$ cat src/hw/rtl/lehq_pkg.sv
`timescale 1ns / 1ps
`default_nettype none
// ----------------------------------------------------------------------------
// lehq_pkg
// Shared types and codes for the line event hook qualifier.
// ----------------------------------------------------------------------------
package lehq_pkg;

  localparam int CHANNELS_DEFAULT = 32;
  localparam int QUEUE_DEPTH      = 2;

  localparam logic [11:0] WINK_LIMIT_RESET  = 12'd150;
  localparam logic [11:0] FLASH_LIMIT_RESET = 12'd750;

  // configuration register indexes
  localparam logic [1:0] REG_WINK_LIMIT  = 2'd0;
  localparam logic [1:0] REG_FLASH_LIMIT = 2'd1;

  // input actions
  localparam logic [3:0] ACT_TICK   = 4'd0;
  localparam logic [3:0] ACT_CHECK  = 4'd1;
  localparam logic [3:0] ACT_LINK   = 4'd2;
  localparam logic [3:0] ACT_HOOK   = 4'd3;
  localparam logic [3:0] ACT_RING   = 4'd4;
  localparam logic [3:0] ACT_TRIP   = 4'd5;
  localparam logic [3:0] ACT_CAS    = 4'd6;
  localparam logic [3:0] ACT_DTMF   = 4'd7;
  localparam logic [3:0] ACT_ALARM  = 4'd8;

  // reported event codes
  localparam logic [3:0] EV_OFFHOOK     = 4'd0;
  localparam logic [3:0] EV_ONHOOK      = 4'd1;
  localparam logic [3:0] EV_FLASH       = 4'd2;
  localparam logic [3:0] EV_WINK        = 4'd3;
  localparam logic [3:0] EV_ALARM_CLEAR = 4'd4;
  localparam logic [3:0] EV_ALARM_TRAP  = 4'd5;
  localparam logic [3:0] EV_RING_START  = 4'd6;
  localparam logic [3:0] EV_RING_STOP   = 4'd7;
  localparam logic [3:0] EV_CAS         = 4'd8;
  localparam logic [3:0] EV_NOOP        = 4'd9;
  localparam logic [3:0] EV_INVALID     = 4'd10;

  // abcd bit masks
  localparam logic [3:0] CAS_A = 4'h8;
  localparam logic [3:0] CAS_B = 4'h4;
  localparam logic [3:0] CAS_C = 4'h2;
  localparam logic [3:0] CAS_D = 4'h1;

  typedef enum logic [1:0] {
    OP_TICK,
    OP_CHECK,
    OP_HOOK,     // station-side hook, qualified against the marks
    OP_DIRECT    // result fully decoded by the front end
  } op_t;

  typedef struct packed {
    op_t         op;
    logic [4:0]  chan;
    logic        office;
    logic        level;
    logic [3:0]  code;
    logic [3:0]  cas;
    logic        onhook;
    logic        dvalid;
    logic [7:0]  digit;
  } item_t;

  typedef struct packed {
    logic [4:0]  chan;
    logic [3:0]  code;
    logic [3:0]  cas;
    logic        onhook;
    logic        dvalid;
    logic [7:0]  digit;
    logic        offhook;
  } result_t;

  typedef struct packed {
    logic [11:0] wink_limit;
    logic [11:0] flash_limit;
  } limits_t;

  // abcd -> dcba
  function automatic logic [3:0] reverse_cas(input logic [7:0] v);
    logic [3:0] r;
    r = 4'h0;
    if ((v[3:0] & CAS_A) != 4'h0) r = r | CAS_D;
    if ((v[3:0] & CAS_B) != 4'h0) r = r | CAS_C;
    if ((v[3:0] & CAS_C) != 4'h0) r = r | CAS_B;
    if ((v[3:0] & CAS_D) != 4'h0) r = r | CAS_A;
    return r;
  endfunction

endpackage
`default_nettype wire

$ cat src/hw/rtl/lehq_front.sv
`timescale 1ns / 1ps
`default_nettype none
// ----------------------------------------------------------------------------
// lehq_front
// Accepts input items, drops out-of-range channels (ticks are kept), decodes direct events.
// ----------------------------------------------------------------------------
module lehq_front #(
  parameter int CHANNELS = lehq_pkg::CHANNELS_DEFAULT
) (
  input  wire logic           in_valid,
  output logic                in_stall,
  input  wire logic [3:0]     action,
  input  wire logic [4:0]     channel,
  input  wire logic           is_station_side,
  input  wire logic           is_office_side,
  input  wire logic           level,
  input  wire logic [7:0]     value,
  input  wire logic           q_full,
  output logic                q_push,
  output lehq_pkg::item_t     q_item
);

  logic in_range;
  logic keep;

  assign in_range = 32'(channel) < 32'(CHANNELS);
  assign in_stall = q_full;

  always_comb begin
    q_item        = '0;
    q_item.chan   = channel;
    q_item.office = is_office_side;
    q_item.level  = level;
    q_item.op     = lehq_pkg::OP_DIRECT;
    q_item.code   = lehq_pkg::EV_NOOP;
    keep          = in_range;
    unique case (action)
      lehq_pkg::ACT_TICK: begin
        q_item.op = lehq_pkg::OP_TICK;
        keep      = 1'b1;
      end
      lehq_pkg::ACT_CHECK: q_item.op = lehq_pkg::OP_CHECK;
      lehq_pkg::ACT_LINK:
        q_item.code = level ? lehq_pkg::EV_ALARM_CLEAR : lehq_pkg::EV_ALARM_TRAP;
      lehq_pkg::ACT_HOOK: begin
        if (is_station_side) begin
          q_item.op = lehq_pkg::OP_HOOK;
        end else begin
          q_item.onhook = 1'b1;
          q_item.code   = level ? lehq_pkg::EV_ONHOOK : lehq_pkg::EV_NOOP;
        end
      end
      lehq_pkg::ACT_RING:
        q_item.code = level ? lehq_pkg::EV_RING_START : lehq_pkg::EV_RING_STOP;
      lehq_pkg::ACT_TRIP:
        q_item.code = level ? lehq_pkg::EV_ONHOOK : lehq_pkg::EV_OFFHOOK;
      lehq_pkg::ACT_CAS: begin
        q_item.code = lehq_pkg::EV_CAS;
        q_item.cas  = lehq_pkg::reverse_cas(value);
      end
      lehq_pkg::ACT_DTMF: begin
        q_item.dvalid = level;
        q_item.digit  = level ? value : 8'h00;
      end
      lehq_pkg::ACT_ALARM: q_item.code = lehq_pkg::EV_NOOP;
      default:             q_item.code = lehq_pkg::EV_INVALID;
    endcase
  end

  assign q_push = in_valid && !q_full && keep;

endmodule
`default_nettype wire

$ cat src/hw/rtl/lehq_queue.sv
`timescale 1ns / 1ps
`default_nettype none
// ----------------------------------------------------------------------------
// lehq_queue
// Short FIFO between front and back end.
// ----------------------------------------------------------------------------
module lehq_queue (
  input  wire logic            clk,
  input  wire logic            rst,
  input  wire logic            push,
  input  wire lehq_pkg::item_t push_item,
  output logic                 full,
  input  wire logic            pop,
  output logic                 pop_valid,
  output lehq_pkg::item_t      pop_item
);

  localparam int QD = lehq_pkg::QUEUE_DEPTH;
  localparam int PW = (QD > 1) ? $clog2(QD) : 1;
  localparam int CW = $clog2(QD + 1);

  lehq_pkg::item_t slots [QD];
  logic [PW-1:0]   wr_ptr;
  logic [PW-1:0]   rd_ptr;
  logic [CW-1:0]   count;

  assign full      = count == CW'(QD);
  assign pop_valid = count != '0;
  assign pop_item  = slots[rd_ptr];

  function automatic logic [PW-1:0] bump(input logic [PW-1:0] p);
    return (p == PW'(QD - 1)) ? '0 : p + PW'(1);
  endfunction

  always_ff @(posedge clk) begin
    if (push) begin
      slots[wr_ptr] <= push_item;
    end
  end

  always_ff @(posedge clk) begin
    if (rst) begin
      wr_ptr <= '0;
      rd_ptr <= '0;
      count  <= '0;
    end else begin
      if (push) wr_ptr <= bump(wr_ptr);
      if (pop)  rd_ptr <= bump(rd_ptr);
      if (push && !pop)      count <= count + CW'(1);
      else if (pop && !push) count <= count - CW'(1);
    end
  end

endmodule
`default_nettype wire

$ cat src/hw/rtl/lehq_back.sv
`timescale 1ns / 1ps
`default_nettype none
// ----------------------------------------------------------------------------
// lehq_back
// Per-channel state, timeout checks and the result register.
// ----------------------------------------------------------------------------
module lehq_back #(
  parameter int CHANNELS = lehq_pkg::CHANNELS_DEFAULT
) (
  input  wire logic              clk,
  input  wire logic              rst,
  input  wire lehq_pkg::limits_t limits,
  input  wire logic              q_valid,
  input  wire lehq_pkg::item_t   q_item,
  output logic                   q_pop,
  output logic                   res_valid,
  output lehq_pkg::result_t      res,
  input  wire logic              res_stall
);

  localparam int IDX_W = (CHANNELS > 1) ? $clog2(CHANNELS) : 1;

  typedef enum logic [1:0] {
    S_IDLE = 2'b01,
    S_EXEC = 2'b10
  } state_t;

  state_t          state;
  lehq_pkg::item_t cur;
  logic [31:0]     now_ms;
  logic [31:0]     stamp_mem [CHANNELS];
  logic [31:0]     stamp_rd;
  logic [CHANNELS-1:0] wink_mark;
  logic [CHANNELS-1:0] flash_mark;
  logic [CHANNELS-1:0] offhook_mark;
  logic [CHANNELS-1:0] stamp_valid;

  logic [IDX_W+4:0] cur_ext;
  logic [IDX_W+4:0] rd_ext;
  logic [IDX_W-1:0] idx;
  logic [IDX_W-1:0] rd_idx;
  logic             out_free;
  logic             exec_go;
  logic [31:0]      age;
  logic             wink_n, flash_n, off_n, sv_n;
  logic             stamp_wr;
  logic             res_load;
  lehq_pkg::result_t res_n;

  assign cur_ext  = {{IDX_W{1'b0}}, cur.chan};
  assign rd_ext   = {{IDX_W{1'b0}}, q_item.chan};
  assign idx      = cur_ext[IDX_W-1:0];
  assign rd_idx   = rd_ext[IDX_W-1:0];
  assign out_free = !res_valid || !res_stall;
  assign exec_go  = (state == S_EXEC) && out_free;
  assign q_pop    = (state == S_IDLE) && q_valid;
  assign age      = now_ms - stamp_rd;

  always_comb begin
    wink_n       = wink_mark[idx];
    flash_n      = flash_mark[idx];
    off_n        = offhook_mark[idx];
    sv_n         = stamp_valid[idx];
    stamp_wr     = 1'b0;
    res_load     = 1'b0;
    res_n        = '0;
    res_n.chan   = cur.chan;
    res_n.code   = cur.code;
    res_n.cas    = cur.cas;
    res_n.onhook = cur.onhook;
    res_n.dvalid = cur.dvalid;
    res_n.digit  = cur.digit;
    unique case (cur.op)
      lehq_pkg::OP_TICK: ;
      lehq_pkg::OP_CHECK: begin
        if (stamp_valid[idx]) begin
          if (wink_mark[idx] && (age > 32'(limits.wink_limit))) begin
            wink_n     = 1'b0;
            flash_n    = 1'b0;
            off_n      = 1'b1;
            sv_n       = 1'b0;
            res_load   = 1'b1;
            res_n.code = lehq_pkg::EV_OFFHOOK;
          end else if (flash_mark[idx] && (age > 32'(limits.flash_limit))) begin
            wink_n       = 1'b0;
            flash_n      = 1'b0;
            off_n        = 1'b0;
            sv_n         = 1'b0;
            res_load     = 1'b1;
            res_n.code   = lehq_pkg::EV_ONHOOK;
            res_n.onhook = cur.office;
          end
        end
      end
      lehq_pkg::OP_HOOK: begin
        stamp_wr = 1'b1;
        sv_n     = 1'b1;
        if (cur.level) begin
          if (!flash_mark[idx]) begin
            wink_n = 1'b1;
          end else begin
            wink_n     = 1'b0;
            flash_n    = 1'b0;
            sv_n       = 1'b0;
            res_load   = 1'b1;
            res_n.code = lehq_pkg::EV_FLASH;
          end
        end else begin
          if (!wink_mark[idx]) begin
            flash_n = 1'b1;
          end else begin
            wink_n     = 1'b0;
            flash_n    = 1'b0;
            sv_n       = 1'b0;
            res_load   = 1'b1;
            res_n.code = lehq_pkg::EV_WINK;
          end
        end
      end
      lehq_pkg::OP_DIRECT: begin
        sv_n     = 1'b0;
        res_load = 1'b1;
      end
    endcase
    res_n.offhook = off_n;
    if (!exec_go) res_load = 1'b0;
  end

  // stamp memory: one write and one registered read port
  always_ff @(posedge clk) begin
    if (exec_go && stamp_wr) begin
      stamp_mem[idx] <= now_ms;
    end
    if (q_pop) begin
      stamp_rd <= stamp_mem[rd_idx];
    end
  end

  always_ff @(posedge clk) begin
    if (q_pop) cur <= q_item;
  end

  always_ff @(posedge clk) begin
    if (rst) begin
      state        <= S_IDLE;
      now_ms       <= '0;
      wink_mark    <= '0;
      flash_mark   <= '0;
      offhook_mark <= '0;
      stamp_valid  <= '0;
    end else begin
      unique case (state)
        S_IDLE: if (q_pop) state <= S_EXEC;
        S_EXEC: if (exec_go) state <= S_IDLE;
        default: state <= S_IDLE;
      endcase
      if (exec_go) begin
        if (cur.op == lehq_pkg::OP_TICK) begin
          now_ms <= now_ms + 32'd1;
        end
        wink_mark[idx]    <= wink_n;
        flash_mark[idx]   <= flash_n;
        offhook_mark[idx] <= off_n;
        stamp_valid[idx]  <= sv_n;
      end
    end
  end

  // result register
  always_ff @(posedge clk) begin
    if (rst) begin
      res_valid <= 1'b0;
    end else if (res_load) begin
      res_valid <= 1'b1;
    end else if (!res_stall) begin
      res_valid <= 1'b0;
    end
  end

  always_ff @(posedge clk) begin
    if (res_load) res <= res_n;
  end

  a_pop_idle : assert property (@(posedge clk) disable iff (rst)
    q_pop |-> state == S_IDLE)
    else $error("queue popped while an item is in execution");

  a_load_free : assert property (@(posedge clk) disable iff (rst)
    res_load |-> (!res_valid || !res_stall))
    else $error("result loaded over a waiting result");

  a_tick_silent : assert property (@(posedge clk) disable iff (rst)
    res_load |-> cur.op != lehq_pkg::OP_TICK)
    else $error("tick produced a result");

  a_marks_excl : assert property (@(posedge clk) disable iff (rst)
    (wink_mark & flash_mark) == '0)
    else $error("wink and flash marks both pending on a channel");

  a_exec_follows : assert property (@(posedge clk) disable iff (rst)
    q_pop |=> state == S_EXEC)
    else $error("popped item not taken into execution");

endmodule
`default_nettype wire

$ cat src/hw/rtl/line_event_hook_qualifier.sv
`timescale 1ns / 1ps
`default_nettype none
// ----------------------------------------------------------------------------
// line_event_hook_qualifier
// Per-channel hook flash / wink qualifier and line event mapper.
// ----------------------------------------------------------------------------
// Items enter through a front end that drops out-of-range channels and decodes
// the directly mapped events, then pass a two-entry queue to a back end that
// owns the millisecond counter and per-channel marks. The back end handles
// each queued item in two states: in S_IDLE it pops it and reads the channel's
// time stamp from its memory, in S_EXEC it updates state and loads the result
// register, so it takes no new item before it is through with the last one;
// dropped items never enter the queue. A result waits in the output register
// while the queue keeps taking transfers. Channel marks are flip-flops cleared
// at reset, so there is no clearing pass; the stamp memory is only read behind
// a set stamp valid bit. Configuration registers are writable at any cycle
// (cfg_ready is tied high) but should be written only while the block is idle.
// ----------------------------------------------------------------------------
module line_event_hook_qualifier #(
  parameter int CHANNELS = lehq_pkg::CHANNELS_DEFAULT
) (
  input  wire logic        clk,
  input  wire logic        rst,
  // configuration write channel
  input  wire logic        cfg_valid,
  output logic             cfg_ready,
  input  wire logic [1:0]  cfg_index,
  input  wire logic [11:0] cfg_data,
  // input item channel
  input  wire logic        in_valid,
  output logic             in_stall,
  input  wire logic [3:0]  action,
  input  wire logic [4:0]  channel,
  input  wire logic        is_station_side,
  input  wire logic        is_office_side,
  input  wire logic        level,
  input  wire logic [7:0]  value,
  // result channel
  output logic             out_valid,
  input  wire logic        out_stall,
  output logic [4:0]       channel_out,
  output logic [3:0]       event_code,
  output logic [3:0]       cas_bits_out,
  output logic             send_onhook,
  output logic             dtmf_valid,
  output logic [7:0]       dtmf_digit,
  output logic             line_offhook
);

  lehq_pkg::limits_t limits;
  lehq_pkg::item_t   push_item;
  lehq_pkg::item_t   pop_item;
  lehq_pkg::result_t res;
  logic              q_full;
  logic              q_push;
  logic              q_pop;
  logic              q_valid;

  // timeout limits; writes to unused indexes are ignored
  assign cfg_ready = 1'b1;

  always_ff @(posedge clk) begin
    if (rst) begin
      limits.wink_limit  <= lehq_pkg::WINK_LIMIT_RESET;
      limits.flash_limit <= lehq_pkg::FLASH_LIMIT_RESET;
    end else if (cfg_valid && cfg_ready) begin
      if (cfg_index == lehq_pkg::REG_WINK_LIMIT)  limits.wink_limit  <= cfg_data;
      if (cfg_index == lehq_pkg::REG_FLASH_LIMIT) limits.flash_limit <= cfg_data;
    end
  end

  lehq_front #(
    .CHANNELS(CHANNELS)
  ) u_front (
    .in_valid        (in_valid),
    .in_stall        (in_stall),
    .action          (action),
    .channel         (channel),
    .is_station_side (is_station_side),
    .is_office_side  (is_office_side),
    .level           (level),
    .value           (value),
    .q_full          (q_full),
    .q_push          (q_push),
    .q_item          (push_item)
  );

  lehq_queue u_queue (
    .clk       (clk),
    .rst       (rst),
    .push      (q_push),
    .push_item (push_item),
    .full      (q_full),
    .pop       (q_pop),
    .pop_valid (q_valid),
    .pop_item  (pop_item)
  );

  lehq_back #(
    .CHANNELS(CHANNELS)
  ) u_back (
    .clk       (clk),
    .rst       (rst),
    .limits    (limits),
    .q_valid   (q_valid),
    .q_item    (pop_item),
    .q_pop     (q_pop),
    .res_valid (out_valid),
    .res       (res),
    .res_stall (out_stall)
  );

  // result fields
  assign channel_out  = res.chan;
  assign event_code   = res.code;
  assign cas_bits_out = res.cas;
  assign send_onhook  = res.onhook;
  assign dtmf_valid   = res.dvalid;
  assign dtmf_digit   = res.digit;
  assign line_offhook = res.offhook;

endmodule
`default_nettype wire
$ cat config.mk
export PLATFORM = sky130hd
export DESIGN_NAME = line_event_hook_qualifier
export DESIGN_NICKNAME = d
export VERILOG_FILES = /design/src/hw/rtl/lehq_pkg.sv /design/src/hw/rtl/lehq_front.sv /design/src/hw/rtl/lehq_queue.sv /design/src/hw/rtl/lehq_back.sv /design/src/hw/rtl/line_event_hook_qualifier.sv
export SDC_FILE = /design/constraint.sdc
export NUM_CORES = 2
export LEC_CHECK = 0
export BUFFER_PORTS_ARGS = -buffer_cell sky130_fd_sc_hd__buf_2
export CORE_ASPECT_RATIO = 1.1
export CORE_MARGIN = 5
export CORE_UTILIZATION = 42
export DETAILED_ROUTE_END_ITERATION = 10
export GPL_TIMING_DRIVEN = 0
export PLACE_DENSITY_LB_ADDON = 0.12
export SLEW_MARGIN = 10
export SYNTH_ARGS = -nofsm -noshare
export SYNTH_HDL_FRONTEND = slang
export SYNTH_SLANG_ARGS = --single-unit
$ cat constraint.sdc
create_clock -name clk -period 6.38 [get_ports clk]
set_input_delay 0.319 -clock clk [delete_from_list [all_inputs] [get_ports clk]]
set_output_delay 0.319 -clock clk [all_outputs]
set_load 0.005 [all_outputs]
==> results.yml <==
setup_path:
  arrival_ns: 6.44
  path_delay_family: "buffers and inverters"
  path_common_cell: "clkbuf_1"
  required_ns: 6.90
  critical_path_class: "reg2reg"
  cp_max_fo: 10
  path_cells: "clkbuf_1 -> mux2i_1 -> clkbuf_1 -> clkbuf_1 -> clkbuf_1 -> nand3_1 -> a311oi_1 -> a31oi_1 -> a21o_1"
  max_stage_delay_ns: 1.09
  end_kind: "register"
  start_kind: "register"
  slowest_stage: "a311oi_1"
  critPathBufInv: 4
timing:
  timing.fmax_ghz: 0.169
  finalHoldViolations: 0
  layout_setup_ws_ns: 0.455
  period_share_pct: 92.9
  slew_viol_final: 0
  setup_violations: 0
  fin_worst_skew_ns: 0.0320
  setup-tns-final_ns: 0
  rsz0062_at_grt: "no"
  slew_headroom_pct: 6.40
  worst_slew_pin_slew_ns: 1.39
  timing.final.crit_period_ns: 5.93
power_and_ir_drop:
  p_comb_share_pct: 23.8
  pwr-share-seq_pct: 42.3
  p_switching_w: 0.00784
  p_leak_nw: 24.0
  p_int_w: 0.0158
  p_per_area_nw_per_um2: 361
  swShare_pct: 33.1
  finalPower_w: 0.0237
  power_frac_clock_pct: 33.9
  max-vdd-ir-drop_v: 0.000318
die:
  die_h_microns: 394
  dieArea_sq_um: 141000
  std_cell_rows: 140
  initial_core_util_pct: 42.4
  core-area_sq_um: 133000
  dieWidth_microns: 359
  pin_count: 66
placement:
  dp_slack_ns: 0.00513
  post-dp-hpwl_microns: 130000
  port-buffer-count: 61
  place_congestion: 0.900
synthesis:
  async_reset_ff_share_pct: 0
  synthMuxAreaShare_pct: 1.89
  synth_compound_area_share_pct: 8.47
  syn_area_sq_um: 56300
  synth_top_family_by_area: "simple AND/OR/NAND/NOR gates"
  synth_cells: 4604
  synth_top_cell_area_share_pct: 61.9
  synth_fa_ha_area_share_pct: 1.41
  yosys.area_share.simple_pct: 16.1
  synth-xor-area-share_pct: 0.763
  ys_top_cells_by_area: "edfxtp_1 (62%), nand2_1 (7.5%), dfxtp_1 (6.8%), nand3_1 (4.7%), a311oi_1 (2.5%)"
  synth-main-ff-cell: "edfxtp_1"
  syn_nets: 4706
  synth_edf_count: 1161
  synth-seq-cells: 1353
  synth_commonest_cells: "edfxtp_1 (1161), nand2_1 (1121), nand3_1 (533), clkbuf_1 (259), nor2_1 (202)"
  synth.most_common_cell: "edfxtp_1"
  synth_top_cell_by_area: "edfxtp_1"
  syn_avg_cell_area_sq_um: 12.2
  yosys_warnings: 0
  synth_cell_types: 72
  seq_area_frac_synth_pct: 68.8
clocking:
  clk_latency_ns: 0.78
  cts_setup_buffers: 0
  cts_tree: "yes"
  cts-root-buf: "clkbuf_16"
  htree_levels: 4
  cts-buffers-inserted: 144
  clk_pin_slew_ns: 0.06
  clk_path_buf_depth: 3
  cts_sinks: 1353
finish:
  n_antenna_cell: 0
  final_util_pct: 49.3
  fin_nets: 5084
  fill_cells: 11798
  synthToLayoutAreaGrowth_pct: 16.4
  drive_gt1_share_pct: 11.5
routing:
  finalWirelength_microns: 178000
  antenna_left: 0
  routedWlPerCell_microns: 26.0
  drt-initial-drc-count: 3891
  drt_pre_antenna_iters: 6
  vias: 38914
  route.detailed.drc: 0
  vias_per_cell: 5.66
global_routing:
  grt_pass1_vias: 37339
  grt_max_degree: 48
  grt_pass1_wl_microns: 256000
  grt_use_total_pct: 24.6
  antenna_found_initial: 4
  grt_overflow: 0
run_status:
  status: "completed"
min_path:
  min_path_type: "in2reg"
run:
  drv_cap: 0
-- timing repair --
action                                  4_1_cts  5_1_grt
endpoints found under the setup margin       24        0
hold endpoints to repair                     70        0
gates resized for setup                       1        0
hold buffers                                 34        0
-- power by group through the flow --
stage	sequential [W]	combinational, W	clock, W
5_1_grt	0.0100	0.00601	0.00851
4_1_cts	0.0100	0.00563	0.00813
3_5_place_dp	0.0102	0.00558	0
3_3_place_gp	0.0102	0.00550	0
6_report	0.0100	0.00565	0.00802
2_1_floorplan	0.0102	0.00314	0
-- metrics by stage --
stage | hold slack [ns] | std cells | area (sq um)
2_1_floorplan | 0.400 | 4604 | 56300
3_3_place_gp | 0.401 | 6440 | 58800
3_5_place_dp | 0.406 | 6577 | 60700
4_1_cts | 0.0490 | 6873 | 65500
5_1_grt | 0.0912 | 6873 | 65500
6_report | 0.102 | 6873 | 65500
-- worst min-delay path, delay by kind of cell --
| kind | cells | cell delay [ns] |
|---|---|---|
| buffers and inverters | 1 | 0.11 |
| and+or+nand+nor | 2 | 0.20 |
-- placed cells by master, fill, tap and decap left out, drive strengths merged, types with 5 or more instances in the layout --
cell	instances
edfxtp	1161
nand2	1121
nand3	534
clkbuf	457
buf	238
nor2	202
dfxtp	192
a311oi	160
a211oi	102
inv	85
and3	80
a21oi	73
ha	62
clkinv	53
o21ai	52
a21o	46
nor3	44
o21bai	37
a31oi	37
dlygate4sd3	34
mux4	32
a41oi	32
xor2	31
mux2	24
and2	19
nand4	18
xnor2	18
or3	18
a22oi	15
nand2b	13
a211o	13
o21a	13
nor2b	11
o211ai	8
nor4	7
mux2i	7
nand3b	5
-- registers in the layout, indices dropped and copies added (netlist names), 2 cells and up, named ones only --
signal,count
u_back.offhook_mark,32
u_back.stamp_mem,1024
u_back.cur,22
u_back.wink_mark,32
u_queue.slots,54
u_queue.count,2
u_back.stamp_rd,32
u_back.now_ms,32
u_back.state,2
u_back.idx,5
u_back.stamp_valid,32
u_back.flash_mark,32
limits,24
u_back.res,24
-- final timing paths --
check / start / to / slack, ns / cells past startpoint
setup / recovery: register / u_back.stamp_rd[9]$_DFFE_PP_ / 0.45 / 9
hold reg to reg: u_back.cur[12]$_DFFE_PP_ / u_back.res[13]$_DFFE_PP_ / 0.42 / 0
hold / removal: action[2] / u_queue.slots[1][8]$_DFFE_PP_ / 0.10 / 3
setup reg to reg: register / u_back.stamp_rd[9]$_DFFE_PP_ / 0.45 / 9
-- final cells by class --
cell class | instances | area [sq um] | share of cell area [%]
sequential | 1353 | 38700 | 59.2
multi-input combinational | 2873 | 16300 | 24.9
clock buffer | 198 | 4000 | 6.10
timing repair buffer | 232 | 2310 | 3.53
tap | 1775 | 2220 | 3.39
buffer | 299 | 1180 | 1.81
clock inverter | 64 | 453 | 0.691
inverter | 79 | 299 | 0.457
-- cells by family (layout without fill, tap and decap cells) --
family          count (synthesis)  after routing
xor+xnor                       49             49
fa+ha+maj                      63             63
compound gates                613            613
mux                            63             63
flops                        1353           1353
simple gates                 2084           2084
other cells                     1              1
buf+inv                       378            872
-- layer usage --
| layer | part of all wire (%) | vias up | routed length [microns] | global-route usage [%] |
|---|---|---|---|---|
| met4 | 5.9 | 0 | 10500 | 12.8 |
| met1 | 40 | 19384 | 72100 | 31.6 |
| met3 | 6.1 | 350 | 10900 | 3.44 |
| met5 | 0 | - | 0 | 0 |
| met2 | 48 | 1432 | 85100 | 40.8 |
| li1 | - | 17748 | - | - |
No activity file was read; power rests on OpenSTA's default activity.
